## config.mk

```make
export PLATFORM = sky130hd
export DESIGN_NAME = wor_mul
export DESIGN_NICKNAME = d
export VERILOG_FILES = /design/src/sv/wor_mul.sv
export SDC_FILE = /design/constraint.sdc
export NUM_CORES = 2
export LEC_CHECK = 0
export BUFFER_PORTS_ARGS = -buffer_cell sky130_fd_sc_hd__buf_2
export CORE_MARGIN = 5
export CORE_UTILIZATION = 60
export CTS_BUF_LIST = sky130_fd_sc_hd__clkbuf_4
export DETAILED_ROUTE_END_ITERATION = 7
export MAX_ROUTING_LAYER = met4
export PLACE_DENSITY = 0.88
export SLEW_MARGIN = 20
export SYNTH_ARGS = -nofsm -noshare
export SYNTH_HDL_FRONTEND = slang
export SYNTH_SLANG_ARGS = --single-unit
```

## constraint.sdc

```tcl
create_clock -name clk -period 7.8 [get_ports clk]
set_clock_uncertainty 0.15 [all_clocks]
set_input_delay 0.78 -clock clk [delete_from_list [all_inputs] [get_ports clk]]
set_output_delay 0.78 -clock clk [all_outputs]
set_load 0.1 [all_outputs]
```

## src/sv/wor_mul.sv

```systemverilog
// wor_mul: shared registered 33x33 signed multiplier, one product per cycle.
// Depends on nothing.
module wor_mul (
  input  logic               clk,
  input  logic signed [32:0] a,
  input  logic signed [32:0] b,
  output logic signed [65:0] p_r
);
  always_ff @(posedge clk) begin
    p_r <= a * b;
  end
endmodule

```

* After elaboration in Yosys (flattened, before gate mapping)
Index checks and enable logic that the tools add are counted.
** Operators by class
- Multipliers :: 1
** Operators with widths (number)
- 33-bit by 33-bit multiplier with 66-bit output :: 1
** Storage, ports and cells
- Register bits :: 66
- Output and inout port bits :: 66
- Word-level logic and storage cells :: 2

* Longest topological paths before layout
- Word-level depth :: 1
- Gate-level depth with buffers :: 27
- Depth with buffers taken out :: 26

* Worst setup path before layout
No wires, ideal clock.
- Kind :: input to register
- Start :: in a[32]
- End :: reg p_r[62]
- Arrival :: 7937 ps
- Required time :: 7571 ps
- Setup slack :: -366 ps
- Stages on the path :: 23
- Buffers on the path :: 2
- Cells stage by stage :: clkbuf_1 -> nand2_1 -> inv_1 -> fa_1 -> fa_1 -> fa_1 -> fa_1 -> fa_1 -> fa_1 -> fa_1 -> inv_1 -> fa_1 -> inv_1 -> ha_1 -> clkbuf_1 -> and3_1 -> nand3_1 -> nand2b_1 -> a2111oi_4 -> a211oi_4 -> a21o_2 -> a21o_1 -> a211oi_2
** Between the ends
- Cells in the longest elaborated chain, start to end :: 1
** Ends and longest elaborated chain
- start: declaration :: RTL line 5 : input logic signed [32:0] a,
- 33-bit by 33-bit multiplier with 66-bit output :: RTL line 10 : p_r <= a * b;
- end signal: assignment :: RTL line 10
- end: declaration :: RTL line 7 : output logic signed [65:0] p_r
Every way passes these cells.

* Final worst setup path
- Start :: in b[9]
- End :: reg p_r[58]
** Between the ends
- Cells in the longest elaborated chain, start to end :: 1
** Ends and longest elaborated chain
- start: declaration :: RTL line 6 : input logic signed [32:0] b,
- 33-bit by 33-bit multiplier with 66-bit output :: RTL line 10
Every way passes these cells.

==> results.sh <==
export IMPL_routed_top_layer="met4"
export IMPL_grt_remaining_overflow=0
export IMPL_rsz0062_at_grt="true"
export IMPL_cts_sinks=66
export IMPL_setup_violations=0
export IMPL_synth_area_mm2=0.0407
export IMPL_fmax_mhz=131
export IMPL_regMostFlops="p_r"
export IMPL_clockRootBuffer="clkbuf_4"
export IMPL_netlist_instances=4338
export IMPL_largest_register_ffs=66
export IMPL_clk_path_buf_depth=2
export IMPL_dieArea_mm2=0.0732
export IMPL_layout_cells_most_common_list="fa_1 (1137), inv_1 (1130), and2_1 (562), nand2_1 (547), buf_4 (386)"
export IMPL_route_detailed_drc=0
export IMPL_core_area_mm2=0.0673
export IMPL_hold_path_startpoint="b[0]"
export IMPL_vias_per_cell=5.65
export IMPL_die_h_um=271
export IMPL_final_common_cell="fa_1"
export IMPL_seq_area_frac_synth_pct=3.24
export IMPL_cts_buffers=9
export IMPL_hold_worst_slack_ps=646
export IMPL_antenna_found_initial=7
export IMPL_synth_main_ff_cell="dfxtp_1"
export IMPL_gp_congestion=0.970
export IMPL_die_x_um=271
export IMPL_wl_met2_um=58400
export IMPL_crit_required_ps=8170
export IMPL_grt_pass1_wl_um=188000
export IMPL_synthDistinctLibCells=80
export IMPL_met3WireLength_um=11100
export IMPL_fin_nets=6104
export IMPL_crit_fanout=12
export IMPL_portBuffers=132
export IMPL_min_path_cells=3
export IMPL_clk_pin_slew_worst_paths_ps=180
export IMPL_top_regs="p_r x66"
export IMPL_grt_pass1_vias=35820
export IMPL_totalWireLength_um=116000
export IMPL_wl_per_cell_um=20.9
export IMPL_path_class="input port to flip-flop"
export IMPL_grt_max_degree=34
export IMPL_cap_violations=0
export IMPL_synth_edf_count=0
export IMPL_worstHoldEndpoint="p_r[0]"
export IMPL_cts_hold_buf=0
export IMPL_initial_core_util_pct=60.5
export IMPL_fin_crit_sh_pct=98.1
export IMPL_slew_viol_final=0
export IMPL_crit_path_start_kind="input port"
export IMPL_crit_arrival_ps=8030
export IMPL_finalHoldViolCount=0
export IMPL_hp_class="input port to flip-flop"
export IMPL_outcome="completed"
export IMPL_drt_pre_antenna_iters=6
export IMPL_htree_levels=3
export IMPL_syn_to_final_growth_pct=11.6
export IMPL_worstMarginPinSlew_ps=708
export IMPL_ant_nets=0
export IMPL_end_kind="flip-flop"
export IMPL_yosys_warnings=0
export IMPL_min_period_ps=7650
export IMPL_relSlewSlack_pct=52.8
export IMPL_ys_ff_latch=66
export IMPL_vias=31424
export IMPL_track_usage_pct=33.7
export IMPL_synthArstFlopShare_pct=0
export IMPL_hpwl_um=102000
export IMPL_drive_gt1_share_pct=13.4
export IMPL_synth_avg_cell_area_um2=9.39
export IMPL_cts_tree="done"
export IMPL_rows=95
export IMPL_wl_met1_um=37600
export IMPL_drtIter0Drc=3261
export IMPL_pin_count=133
export IMPL_synth_fp_nets=5767
repair_timing:
action / 4_1_cts / 5_1_grt
resized for setup: 3 / 61
pin swaps: 0 / 17
setup endpoints to repair: 3 / 22
buffers inserted: 0 / 7
worst max path at each step:
stage                      from      end  slack (ps)  depth (start not counted)
final                      b[9]  p_r[58]         150                         24
after global placement    a[31]  p_r[53]        -570                         26
after floorplan            b[9]  p_r[62]           5                         23
after detailed placement  a[31]  p_r[58]        -700                         29
after CTS                 a[31]  p_r[62]          10                         29
after global routing       b[2]  p_r[53]        -130                         27
per-layer routing:
layer  vias to the layer above  global-route usage [%]
met5                         -                       -
met4                         0                    20.3
met3                       607                    6.60
met2                      1953                    55.7
met1                     15852                    38.3
li1                      13012                       -
cell families (layout without fill, tap and decap cells):
family / Yosys count / after routing / share of synthesized area (%)
AOI/OAI and AO/OA: 219 / 219 / 4.07
xor gates and xnor gates: 68 / 68 / 1.46
adders and majority gates: 1362 / 1362 / 62.9
buffers and inverters: 1352 / 1694 / 12.5
DFF: 66 / 66 / 3.24
other: 0 / 7 / 0
and+or+nand+nor: 1271 / 1271 / 15.8
area by class of cell:
cell class	instances	area [um2]
Clock buffer	11	82.6
Antenna cell	7	17.5
Sequential cell	66	1320
Fill cell	4521	21800
Multi-Input combinational cell	2920	34500
Timing Repair Buffer	547	4200
Inverter	1131	4250
Clock inverter	5	55.1
Tap cell	873	1090
worst max-delay path, cell delays in order:
cell	delay [ps]
buf_2	250
buf_4	260
nand2_1	100
fa_1	520
fa_1	520
fa_1	550
inv_1	50
fa_1	490
fa_1	620
fa_1	450
fa_1	490
inv_1	50
fa_1	490
inv_1	50
ha_1	280
a21oi_1	320
o21ai_1	160
a311o_1	430
a31o_4	310
a211oi_4	270
buf_12	160
a21oi_2	80
nor4b_2	260
a311oi_1	70
synth_stat cells, drive strengths merged (3+ instances only):
cell	count	share of area, %
a211o	6	0.13
a211oi	11	0.27
a21boi	3	0.083
a21o	38	0.71
a21oi	61	0.80
a221oi	3	0.11
a31oi	9	0.15
and2	563	8.7
and3	6	0.10
and4	5	0.11
buf	13	0.17
clkbuf	208	1.9
dfxtp	66	3.2
fa	1145	56
ha	217	6.7
inv	1131	10
nand2	551	5.1
nand2b	12	0.18
nand3	26	0.33
nand4	12	0.20
nor2	68	0.63
nor2b	5	0.077
nor3	7	0.086
nor4	3	0.083
o211ai	5	0.13
o21a	6	0.11
o21ai	33	0.42
o21bai	11	0.20
o31ai	7	0.25
or2	3	0.046
or3	3	0.046
xnor2	43	0.92
xor2	25	0.54
metrics by stage:
step	setup TNS [ps]	std cells	util (%)	worst slack (ps)	cell area (um2)
floorplan	0	4338	-	5.15	40700
global placement	-8870	5530	66.9	-573	45000
detailed placement	-14090	5530	66.9	-696	45000
CTS	0	5546	67.2	10.2	45200
global route	-316	5560	67.6	-134	45500
finish	0	5560	67.6	145	45500
Power is not shown: default switching activity piles up to over one toggle a cycle in this logic, so the estimate is an artifact.
